==> config.mk <==
export PLATFORM = sky130hd
export DESIGN_NAME = motion_zone_relay_timer_core
export DESIGN_NICKNAME = d
export VERILOG_FILES = /design/src/sv/mzrt_pkg.sv /design/src/sv/motion_zone_relay_timer_core.sv /design/src/sv/mzrt_cfg_regs.sv /design/src/sv/mzrt_zone_ctrl.sv
export SDC_FILE = /design/constraint.sdc
export NUM_CORES = 1
export LEC_CHECK = 0
export BUFFER_PORTS_ARGS = -buffer_cell sky130_fd_sc_hd__buf_2
export CAP_MARGIN = 40
export CORE_MARGIN = 1.5
export CORE_UTILIZATION = 55
export CTS_CLUSTER_DIAMETER = 50
export DETAILED_ROUTE_END_ITERATION = 8
export PLACE_DENSITY = 0.86
export SYNTH_ARGS = -nofsm -noshare
export SYNTH_HDL_FRONTEND = slang
export SYNTH_SLANG_ARGS = --single-unit
==> constraint.sdc <==
create_clock -name clk_i -period 2.7 [get_ports clk_i]
set_input_delay 0 -clock clk_i [delete_from_list [all_inputs] [get_ports clk_i]]
set_output_delay 0 -clock clk_i [all_outputs]
set_load 0.05 [all_outputs]
==> src/sv/mzrt_pkg.sv <==
`timescale 1ns / 1ps

package mzrt_pkg;

  localparam int unsigned NumZones    = 3;
  localparam int unsigned CfgIdxBits  = 3;
  localparam int unsigned CfgDataBits = 16;
  localparam int unsigned DelayRegBits = 16;

  localparam logic [DelayRegBits-1:0] DelayReset    = 16'd30;
  localparam logic [NumZones-1:0]     ForceReset    = 3'b000;
  localparam logic [NumZones-1:0]     SensorEnReset = 3'b111;

  typedef enum logic [1:0] {
    OP_SENSOR  = 2'd0,
    OP_TICK    = 2'd1,
    OP_IRQ_ACK = 2'd2,
    OP_NONE    = 2'd3
  } op_e;

  typedef enum logic [CfgIdxBits-1:0] {
    REG_ZONE1_DELAY = 3'd0,
    REG_ZONE2_DELAY = 3'd1,
    REG_ZONE3_DELAY = 3'd2,
    REG_FORCE_ON    = 3'd3,
    REG_SENSOR_EN   = 3'd4
  } cfg_idx_e;

  typedef struct packed {
    op_e                 opcode;
    logic [NumZones-1:0] sensor_levels;
  } in_t;

  typedef struct packed {
    logic [NumZones-1:0] relay_pins;
    logic [NumZones-1:0] zone_flags;
    logic                irq;
  } out_t;

  typedef struct packed {
    logic [NumZones-1:0][DelayRegBits-1:0] delay;
    logic [NumZones-1:0]                   force_mask;
    logic [NumZones-1:0]                   sensor_en;
  } cfg_t;

endpackage

==> src/sv/motion_zone_relay_timer_core.sv <==
`timescale 1ns / 1ps
// A result beat passes through the input register and then the result register
// before it is presented; a full result register can hold it in between.
// Throughput: one beat per cycle while the output is accepted; the zone update is a single pass of logic.
// Reset (rst_ni low, asynchronous): relays, flags, pins and interrupt clear,
// counters and delays load 30 ticks, force mask clears, sensors enabled.
module motion_zone_relay_timer_core #(
  parameter int unsigned DELAY_BITS = 16
) (
  input  logic                             clk_i,
  input  logic                             rst_ni,
  input  logic                             in_valid_i,
  output logic                             in_ready_o,
  input  mzrt_pkg::in_t                    in_data_i,
  output logic                             out_valid_o,
  input  logic                             out_ready_i,
  output mzrt_pkg::out_t                   out_data_o,
  input  logic                             cfg_we_i,
  input  logic [mzrt_pkg::CfgIdxBits-1:0]  cfg_idx_i,
  input  logic [mzrt_pkg::CfgDataBits-1:0] cfg_wdata_i
);
  import mzrt_pkg::*;

  logic in_valid_q, in_valid_d;
  in_t  in_q;
  logic out_valid_q, out_valid_d;
  out_t out_q;
  out_t result;
  cfg_t cfg;
  logic advance;

  // A held beat moves on whenever the result register is free or drains now.
  assign advance    = in_valid_q && (!out_valid_q || out_ready_i);
  assign in_ready_o = !in_valid_q || advance;

  always_comb begin
    in_valid_d  = in_valid_q;
    out_valid_d = out_valid_q;
    if (in_ready_o) begin
      in_valid_d = in_valid_i;
    end
    if (advance) begin
      out_valid_d = 1'b1;
    end else if (out_ready_i) begin
      out_valid_d = 1'b0;
    end
  end

  always_ff @(posedge clk_i or negedge rst_ni) begin
    if (!rst_ni) begin
      in_valid_q  <= 1'b0;
      out_valid_q <= 1'b0;
    end else begin
      in_valid_q  <= in_valid_d;
      out_valid_q <= out_valid_d;
    end
  end

  always_ff @(posedge clk_i) begin
    if (in_ready_o && in_valid_i) begin
      in_q <= in_data_i;
    end
    if (advance) begin
      out_q <= result;
    end
  end

  mzrt_cfg_regs u_cfg (
    .clk_i       (clk_i),
    .rst_ni      (rst_ni),
    .cfg_we_i    (cfg_we_i),
    .cfg_idx_i   (cfg_idx_i),
    .cfg_wdata_i (cfg_wdata_i),
    .cfg_o       (cfg)
  );

  mzrt_zone_ctrl #(
    .DelayBits (DELAY_BITS)
  ) u_zone (
    .clk_i    (clk_i),
    .rst_ni   (rst_ni),
    .step_i   (advance),
    .item_i   (in_q),
    .cfg_i    (cfg),
    .result_o (result)
  );

  assign out_valid_o = out_valid_q;
  assign out_data_o  = out_q;

endmodule

==> src/sv/mzrt_cfg_regs.sv <==
`timescale 1ns / 1ps

module mzrt_cfg_regs (
  input  logic                                clk_i,
  input  logic                                rst_ni,
  input  logic                                cfg_we_i,
  input  logic [mzrt_pkg::CfgIdxBits-1:0]     cfg_idx_i,
  input  logic [mzrt_pkg::CfgDataBits-1:0]    cfg_wdata_i,
  output mzrt_pkg::cfg_t                      cfg_o
);
  import mzrt_pkg::*;

  cfg_t cfg_q, cfg_d;

  always_comb begin
    cfg_d = cfg_q;
    if (cfg_we_i) begin
      case (cfg_idx_i)
        REG_ZONE1_DELAY: cfg_d.delay[0] = DelayRegBits'(cfg_wdata_i);
        REG_ZONE2_DELAY: cfg_d.delay[1] = DelayRegBits'(cfg_wdata_i);
        REG_ZONE3_DELAY: cfg_d.delay[2] = DelayRegBits'(cfg_wdata_i);
        REG_FORCE_ON:    cfg_d.force_mask = cfg_wdata_i[NumZones-1:0];
        REG_SENSOR_EN:   cfg_d.sensor_en = cfg_wdata_i[NumZones-1:0];
        default:         cfg_d = cfg_q;
      endcase
    end
  end

  always_ff @(posedge clk_i or negedge rst_ni) begin
    if (!rst_ni) begin
      cfg_q.delay      <= {NumZones{DelayReset}};
      cfg_q.force_mask <= ForceReset;
      cfg_q.sensor_en  <= SensorEnReset;
    end else begin
      cfg_q <= cfg_d;
    end
  end

  assign cfg_o = cfg_q;

endmodule

==> src/sv/mzrt_zone_ctrl.sv <==
`timescale 1ns / 1ps

module mzrt_zone_ctrl #(
  parameter int unsigned DelayBits = 16
) (
  input  logic           clk_i,
  input  logic           rst_ni,
  input  logic           step_i,
  input  mzrt_pkg::in_t  item_i,
  input  mzrt_pkg::cfg_t cfg_i,
  output mzrt_pkg::out_t result_o
);
  import mzrt_pkg::*;

  // The status flag of a zone is its relay register; the relay pins are a
  // separate register that copies it only on a tick.
  logic [NumZones-1:0]                relay_q, relay_d;
  logic [NumZones-1:0]                pin_q, pin_d;
  logic                               irq_q, irq_d;
  logic [NumZones-1:0][DelayBits-1:0] count_q, count_d;
  logic [NumZones-1:0][DelayBits-1:0] reload;
  logic [NumZones-1:0][DelayBits-1:0] count_dec;
  logic [NumZones-1:0]                trigger;

  always_comb begin
    for (int z = 0; z < NumZones; z++) begin
      reload[z]    = DelayBits'(cfg_i.delay[z]);
      count_dec[z] = count_q[z] - DelayBits'(1);
    end
    trigger = (~item_i.sensor_levels & cfg_i.sensor_en) | cfg_i.force_mask;
  end

  always_comb begin
    relay_d = relay_q;
    pin_d   = pin_q;
    irq_d   = irq_q;
    count_d = count_q;
    if (step_i) begin
      case (item_i.opcode)
        OP_SENSOR: begin
          for (int z = 0; z < NumZones; z++) begin
            if (trigger[z]) begin
              relay_d[z] = 1'b1;
              count_d[z] = reload[z];
            end
          end
          irq_d = irq_q | (|relay_d);
        end
        OP_TICK: begin
          for (int z = 0; z < NumZones; z++) begin
            if (!cfg_i.force_mask[z] && relay_q[z]) begin
              if (count_dec[z] == '0) begin
                relay_d[z] = 1'b0;
                count_d[z] = reload[z];
              end else begin
                count_d[z] = count_dec[z];
              end
            end
          end
          pin_d = relay_d;
        end
        OP_IRQ_ACK: begin
          irq_d = 1'b0;
        end
        default: begin
          irq_d = irq_q;
        end
      endcase
    end
  end

  always_ff @(posedge clk_i or negedge rst_ni) begin
    if (!rst_ni) begin
      relay_q <= '0;
      pin_q   <= '0;
      irq_q   <= 1'b0;
      count_q <= {NumZones{DelayBits'(DelayReset)}};
    end else begin
      relay_q <= relay_d;
      pin_q   <= pin_d;
      irq_q   <= irq_d;
      count_q <= count_d;
    end
  end

  // The result reflects the state after this beat has been applied.
  assign result_o.relay_pins = pin_d;
  assign result_o.zone_flags = relay_d;
  assign result_o.irq        = irq_d;

  a_pins_only_on_tick: assert property (@(posedge clk_i) disable iff (!rst_ni)
    !(step_i && item_i.opcode == OP_TICK) |=> $stable(pin_q))
    else $error("relay pins changed without a tick");

  a_irq_rises_on_sensor: assert property (@(posedge clk_i) disable iff (!rst_ni)
    !(step_i && item_i.opcode == OP_SENSOR) |=> !$rose(irq_q))
    else $error("interrupt raised outside a sensor event");

  a_trigger_sets_irq: assert property (@(posedge clk_i) disable iff (!rst_ni)
    (step_i && item_i.opcode == OP_SENSOR && trigger != '0) |=> irq_q && relay_q != '0)
    else $error("triggered zone did not raise relay and interrupt");

  a_forced_zone_holds: assert property (@(posedge clk_i) disable iff (!rst_ni)
    (step_i && item_i.opcode == OP_TICK)
    |=> ((relay_q & $past(cfg_i.force_mask)) == ($past(relay_q) & $past(cfg_i.force_mask))))
    else $error("forced zone changed on a tick");

endmodule
==> After elaboration in Yosys (flattened, before gate mapping) <==
Cells that the tools add are included.
{ "totals": {"out_inout_bits": 9, "inputBits": 29, "reg_bits": 123, "word_cells": 98} }
{ "op_classes": {"bitwise_logic": 4, "reduce_logical": 28, "n_addsub": 3, "muxes": 33, "eq_ne": 12} }
{ "op_table": {"columns": ["cell", "count"], "rows": [
  ["two-way mux 16 bit", 9],
  ["case mux 48 bit (2 select lines)", 1],
  ["zero test 16 bit", 3],
  ["subtractor 16 x 1 -> 16 bit (second input constant)", 3],
  ["two-way mux 1 bit", 18],
  ["!= test 2 x 1 -> 1 bit (second input constant)", 6],
  ["AND reduction 4 bit", 3],
  ["AND reduction 2 bit", 5],
  ["two-way mux 3 bit", 3],
  ["== test 3 x 2 -> 1 bit (second input constant)", 2],
  ["case mux 3 bit (2 select lines)", 1],
  ["logical AND 1 bit", 5],
  ["zero test 1 bit", 5],
  ["nonzero test 2 bit", 2],
  ["bitwise AND 3 bit", 1],
  ["== test 3 x 1 -> 1 bit (second input constant)", 1],
  ["== test 3 bit (second input constant)", 1],
  ["zero test 3 bit", 1],
  ["inverter 3 bit", 1],
  ["OR 3 bit", 1],
  ["OR reduction 3 bit", 1],
  ["== test 2 x 1 -> 1 bit (second input constant)", 1],
  ["== test 2 bit (second input constant)", 1],
  ["zero test 2 bit", 1],
  ["other kinds (3)", 4]
]} }

==> Depth between registers and ports, before layout <==
{ "logic_depth": {"word_depth": 10, "ltp_mapped": 11} }

==> Cells and area by module <==
From an unflattened synthesis, not the netlist that was laid out.
{ "unflattened": {"cells_unflattened": 656, "hier_area_um2": 6648.9} }
{ "modules_own_cells": {"columns": ["module", "n_inst", "area_each_um2", "cells_each", "seq_area_each_um2"], "rows": [
  ["mzrt_zone_ctrl", 1, 4080.2, 518, 1391.3],
  ["mzrt_cfg_regs", 1, 2104.5, 118, 1370.1],
  ["motion_zone_relay_timer_core", 1, 464.2, 20, 410.4]
]} }

==> Least setup slack after synthesis <==
Ideal clock, no wire load.
{ "synth_timing": {"kind": "flip-flop to flip-flop", "from": "register u_zone.count_q[32] in the netlist's numbering", "to": "register u_zone.count_q[37] in the netlist's numbering", "arrival_ps": 2662, "required_ps": 2574, "stages_incl_launch_ff": 11, "slack_ps": -88, "cell_sequence": "dfrtp_1 -> inv_1 -> ha_1 -> nand2_1 -> or2_2 -> a221o_1 -> or4_4 -> o31a_1 -> buf_6 -> o211a_1 -> a311o_1"} }
{ "synth_between": {"elab_chain_cells": 5} }
{ "synth_lines": {"columns": ["item", "line", "source"], "rows": [
  ["start: declaration", "mzrt_zone_ctrl.sv:20", "logic [NumZones-1:0][DelayBits-1:0] count_q, count_d;"],
  ["start signal: assignment", "mzrt_zone_ctrl.sv:77", "count_q <= {NumZones{DelayBits'(DelayReset)}};"],
  ["start signal: assignment", "mzrt_zone_ctrl.sv:82", "count_q <= count_d;"],
  ["subtractor 16 x 1 -> 16 bit *", "mzrt_zone_ctrl.sv:28", "count_dec[z] = count_q[z] - DelayBits'(1);"],
  ["zero test 16 bit", "mzrt_zone_ctrl.sv:52", "if (count_dec[z] == '0) begin"],
  ["two-way mux 16 bit *", "mzrt_zone_ctrl.sv:52", null],
  ["two-way mux 16 bit *", "mzrt_zone_ctrl.sv:51", "if (!cfg_i.force_mask[z] && relay_q[z]) begin"],
  ["case mux 48 bit (2 select lines) *", "mzrt_zone_ctrl.sv:39", "case (item_i.opcode)"]
]} }
Every way passes the cells marked *; elsewhere a longest branch is shown, timed or not. The select of a mux whose other input is x is not followed.
A chain may end at the register's enable or synchronous reset.

==> Worst setup path after layout <==
{ "layout_timing": {"from": "register u_zone.count_q[17] in the netlist's numbering", "to": "register u_zone.count_q[19] in the netlist's numbering"} }
Same word-level chain as after synthesis.

==> results.sh <==
export IMPL_routed_wl_um=22900
export IMPL_grt_max_degree=65
export IMPL_io_pins=38
export IMPL_final_area_um2=9030
export IMPL_synth_xor_area_frac=0.00394
export IMPL_synth_top_area_share=0.315
export IMPL_antenna_found_initial=0
export IMPL_pre_cts_ws_ns=-0.227
export IMPL_critical_path_slowest_cell="dfstp_2"
export IMPL_clock_latency_ns=0.43
export IMPL_synth_distinct_cells=70
export IMPL_viasPerCell=6.87
export IMPL_dieHeight_um=113
export IMPL_seq_area_frac_synth=0.476
export IMPL_finalSetupViolations=38
export IMPL_grt_pass1_vias=6172
export IMPL_wire_per_inst_um=24.1
export IMPL_synth_simple_gate_area_frac=0.182
export IMPL_port_buffers=37
export IMPL_async_flop_share=0.902
export IMPL_p_total_mw=8.65
export IMPL_num_vias=6543
export IMPL_violations="setup timing"
export IMPL_rsz0062_at_grt="yes"
export IMPL_yosysMostFrequentCell="dfrtp_1"
export IMPL_clockBufferDepth=2
export IMPL_slowest_delay_ns=0.60
export IMPL_slew_viol_final=0
export IMPL_layout_drive_gt1_share=0.420
export IMPL_clockRootBuffer="clkbuf_16"
export IMPL_cts_htree_levels=4
export IMPL_gp_congestion=0.916
export IMPL_n_antenna_cell=0
export IMPL_startpoint_type="flip-flop"
export IMPL_placementRows=40
export IMPL_placedInstanceArea_um2=7430
export IMPL_drv_cap=0
export IMPL_initial_core_util=0.559
export IMPL_synth_net_count=682
export IMPL_relSlewSlack=0.386
export IMPL_synthMuxAreaShare=0.128
export IMPL_syn_instance_count=647
export IMPL_synth_edff_count=12
export IMPL_gr_total_overflow=0
export IMPL_antenna_left=0
export IMPL_cts_tree="built"
export IMPL_mappedNetlistArea_um2=6660
export IMPL_cpLargestDelayFamily="compound AO/OA/AOI/OAI gates"
export IMPL_dp_hpwl_um=12100
export IMPL_setup_ws_ns=-0.183
export IMPL_status="complete, but fails checks"
export IMPL_skew_ns=0.0125
export IMPL_holdWs_ns=0.0742
export IMPL_synth_compound_area_frac=0.153
export IMPL_yosys_area_top_type="dfrtp_1"
export IMPL_ys_seq_elements=123
export IMPL_hold_viol=0
export IMPL_yosysWarnings=0
export IMPL_yosys_top_cells_count="dfrtp_1, nand2_1, mux2_2, nor2_1, o21ai_0"
export IMPL_core_area_um2=11900
export IMPL_cp_arrival_ns=3.20
export IMPL_worstPathRequired_ns=3.01
export IMPL_finalCritPeriodShare=1.07
export IMPL_crit_chain="inv_2, ha_4, nor3b_4, a31o_2, a2111oi_4, o2111ai_4, nand2_2, buf_6, o21ai_0, a22oi_1"
export IMPL_p_leak_nw=3.67
export IMPL_cts_sinks=123
export IMPL_synth_fa_ha_area_frac=0.0113
export IMPL_cp_end_kind="flip-flop"
export IMPL_grt_pass1_wl_um=31900
export IMPL_path_class="reg2reg"
export IMPL_avgSynthCellArea_um2=10.3
export IMPL_cp_num_buf_inv=2
export IMPL_synth_top_family_by_area="simple AND/OR/NAND/NOR gates"
export IMPL_ys_flop_type="dfrtp_1"
export IMPL_peakVddDrop_uv=807
export IMPL_clk_pin_slew_ns=0.06
export IMPL_drt_pre_antenna_iters=7
export IMPL_nets=827
export IMPL_cts_buffers_inserted=17
export IMPL_crit_fanout=7
export IMPL_die_w_um=113
export IMPL_die_area_um2=12800
export IMPL_fmax_mhz=347
export IMPL_drc=0
export IMPL_yosys_top_cells_area="dfrtp_1, dfstp_2, mux2_2, edfxtp_1, mux2i_1"
export IMPL_min_path_type="in2reg"
export IMPL_power_density_nw_per_um2=959
export IMPL_worst_pin_slew_ns=0.918
export IMPL_track_usage=0.324
export IMPL_synthToLayoutAreaGrowth_pct=35.4
export IMPL_drt_iter0_drc=693
export IMPL_fin_crit_ns=2.88
-- final cells by class --
cell class	count	area, µm²
clock buffers	26	509
multi-input cells	462	3680
flip-flops and latches	123	3170
well taps	147	184
fillers	668	2890
clock inverters	6	85.1
repair buffers	162	1300
inverters	26	97.6
-- worst paths after layout --
kind | slack [ns] | from | to | cells past startpoint
hold / removal | 0.07 | cfg_idx_i[1] | u_cfg.cfg_o[3] | 3
min in group asynchronous | 0.14 | rst_ni | u_zone.count_q[24] | 2
hold reg to reg | 0.48 | u_zone.pin_q[2] | u_zone.pin_q[2] | 1
setup / recovery | -0.18 | u_zone.count_q[17] | u_zone.count_q[19] | 10
max in group asynchronous | 1.73 | rst_ni | u_cfg.cfg_o[1] | 3
setup reg to reg | -0.18 | u_zone.count_q[17] | u_zone.count_q[19] | 10
-- worst register-to-register path, cell delays in order, from the launching register on --
cell and delay (ns):
dfstp_2 0.60, inv_2 0.08, ha_4 0.16, nor3b_4 0.16, a31o_2 0.26, a2111oi_4 0.45, o2111ai_4 0.26, nand2_2 0.18
buf_6 0.15, o21ai_0 0.14, a22oi_1 0.32
-- logic make-up after synthesis --
family                   after synthesis
multiplexers                          79
XOR/XNOR                               3
adder cells (fa/ha/maj)                6
AO/OA/AOI/OAI                        146
flip-flops                           123
buffers and inverters                 63
AND/OR/NAND/NOR                      227
-- per-layer routing --
metal	wire, µm	track usage
met3	2090	0.0712
met4	1650	0.176
met2	11000	0.544
met1	8120	0.390
met5	0	0
-- flip-flops by register name, indices dropped and copies added (netlist names) --
name,count
u_zone.irq_q,1
out_data_o,7
u_zone.relay_q,3
u_zone.pin_q,3
u_zone.count_q,48
in_q,5
u_cfg.cfg_o,54
in_valid_q,1
out_valid_o,1
-- cells in the final DEF (no fill, tap or decap), types with 5 or more instances in the layout --
master / netlist / layout
nand4_1: 7 / 7
or2_2: 6 / 5
dlygate4sd3_1: 0 / 25
clkbuf_16: 0 / 17
nand2b_1: 5 / 5
nor4_4: 1 / 5
o21ai_1: 1 / 6
edfxtp_1: 12 / 12
buf_2: 6 / 36
a22oi_1: 14 / 13
a21oi_1: 27 / 20
mux2i_1: 27 / 22
nor4_1: 16 / 13
o21ai_0: 35 / 20
a21oi_2: 5 / 10
nand3_1: 20 / 17
o21ai_2: 0 / 8
buf_4: 2 / 80
mux2_2: 52 / 52
a2bb2oi_1: 14 / 6
o211ai_1: 5 / 5
dfrtp_1: 84 / 84
dfstp_2: 27 / 27
nor2_1: 42 / 39
and3_1: 5 / 5
nor3_1: 13 / 12
or3_1: 7 / 7
inv_1: 26 / 22
nand2_1: 66 / 63
buf_6: 5 / 16
clkbuf_8: 0 / 5
a2bb2oi_2: 0 / 8
or4_4: 2 / 6
-- stage by stage --
| stage | setup TNS, ns | util | instances |
|---|---|---|---|
| final | -2.64 | 0.758 | 952 |
| after global placement | -0.465 | 0.623 | 864 |
| after floorplan | -0.0323 | - | 647 |
| after CTS | -0.634 | 0.719 | 939 |
| after global routing | -7.24 | 0.758 | 952 |
| after detailed placement | -4.39 | 0.623 | 864 |
-- power breakdown --
group          internal (mW)  total (mW)  switching [mW]
clock                   1.48        2.33           0.848
combinational           1.46        3.04            1.58
sequential              2.55        3.29           0.739
-- timing repair --
item | in CTS | in global routing
setup buffers | 15 | 14
hold buffers | 25 | 0
cloned | 3 | 3
setup endpoints to repair | 48 | 57
pin swaps | 27 | 33
hold endpoints to repair | 98 | 0
resized for setup | 41 | 90
Note: power is estimated with default switching activity, not from simulation.
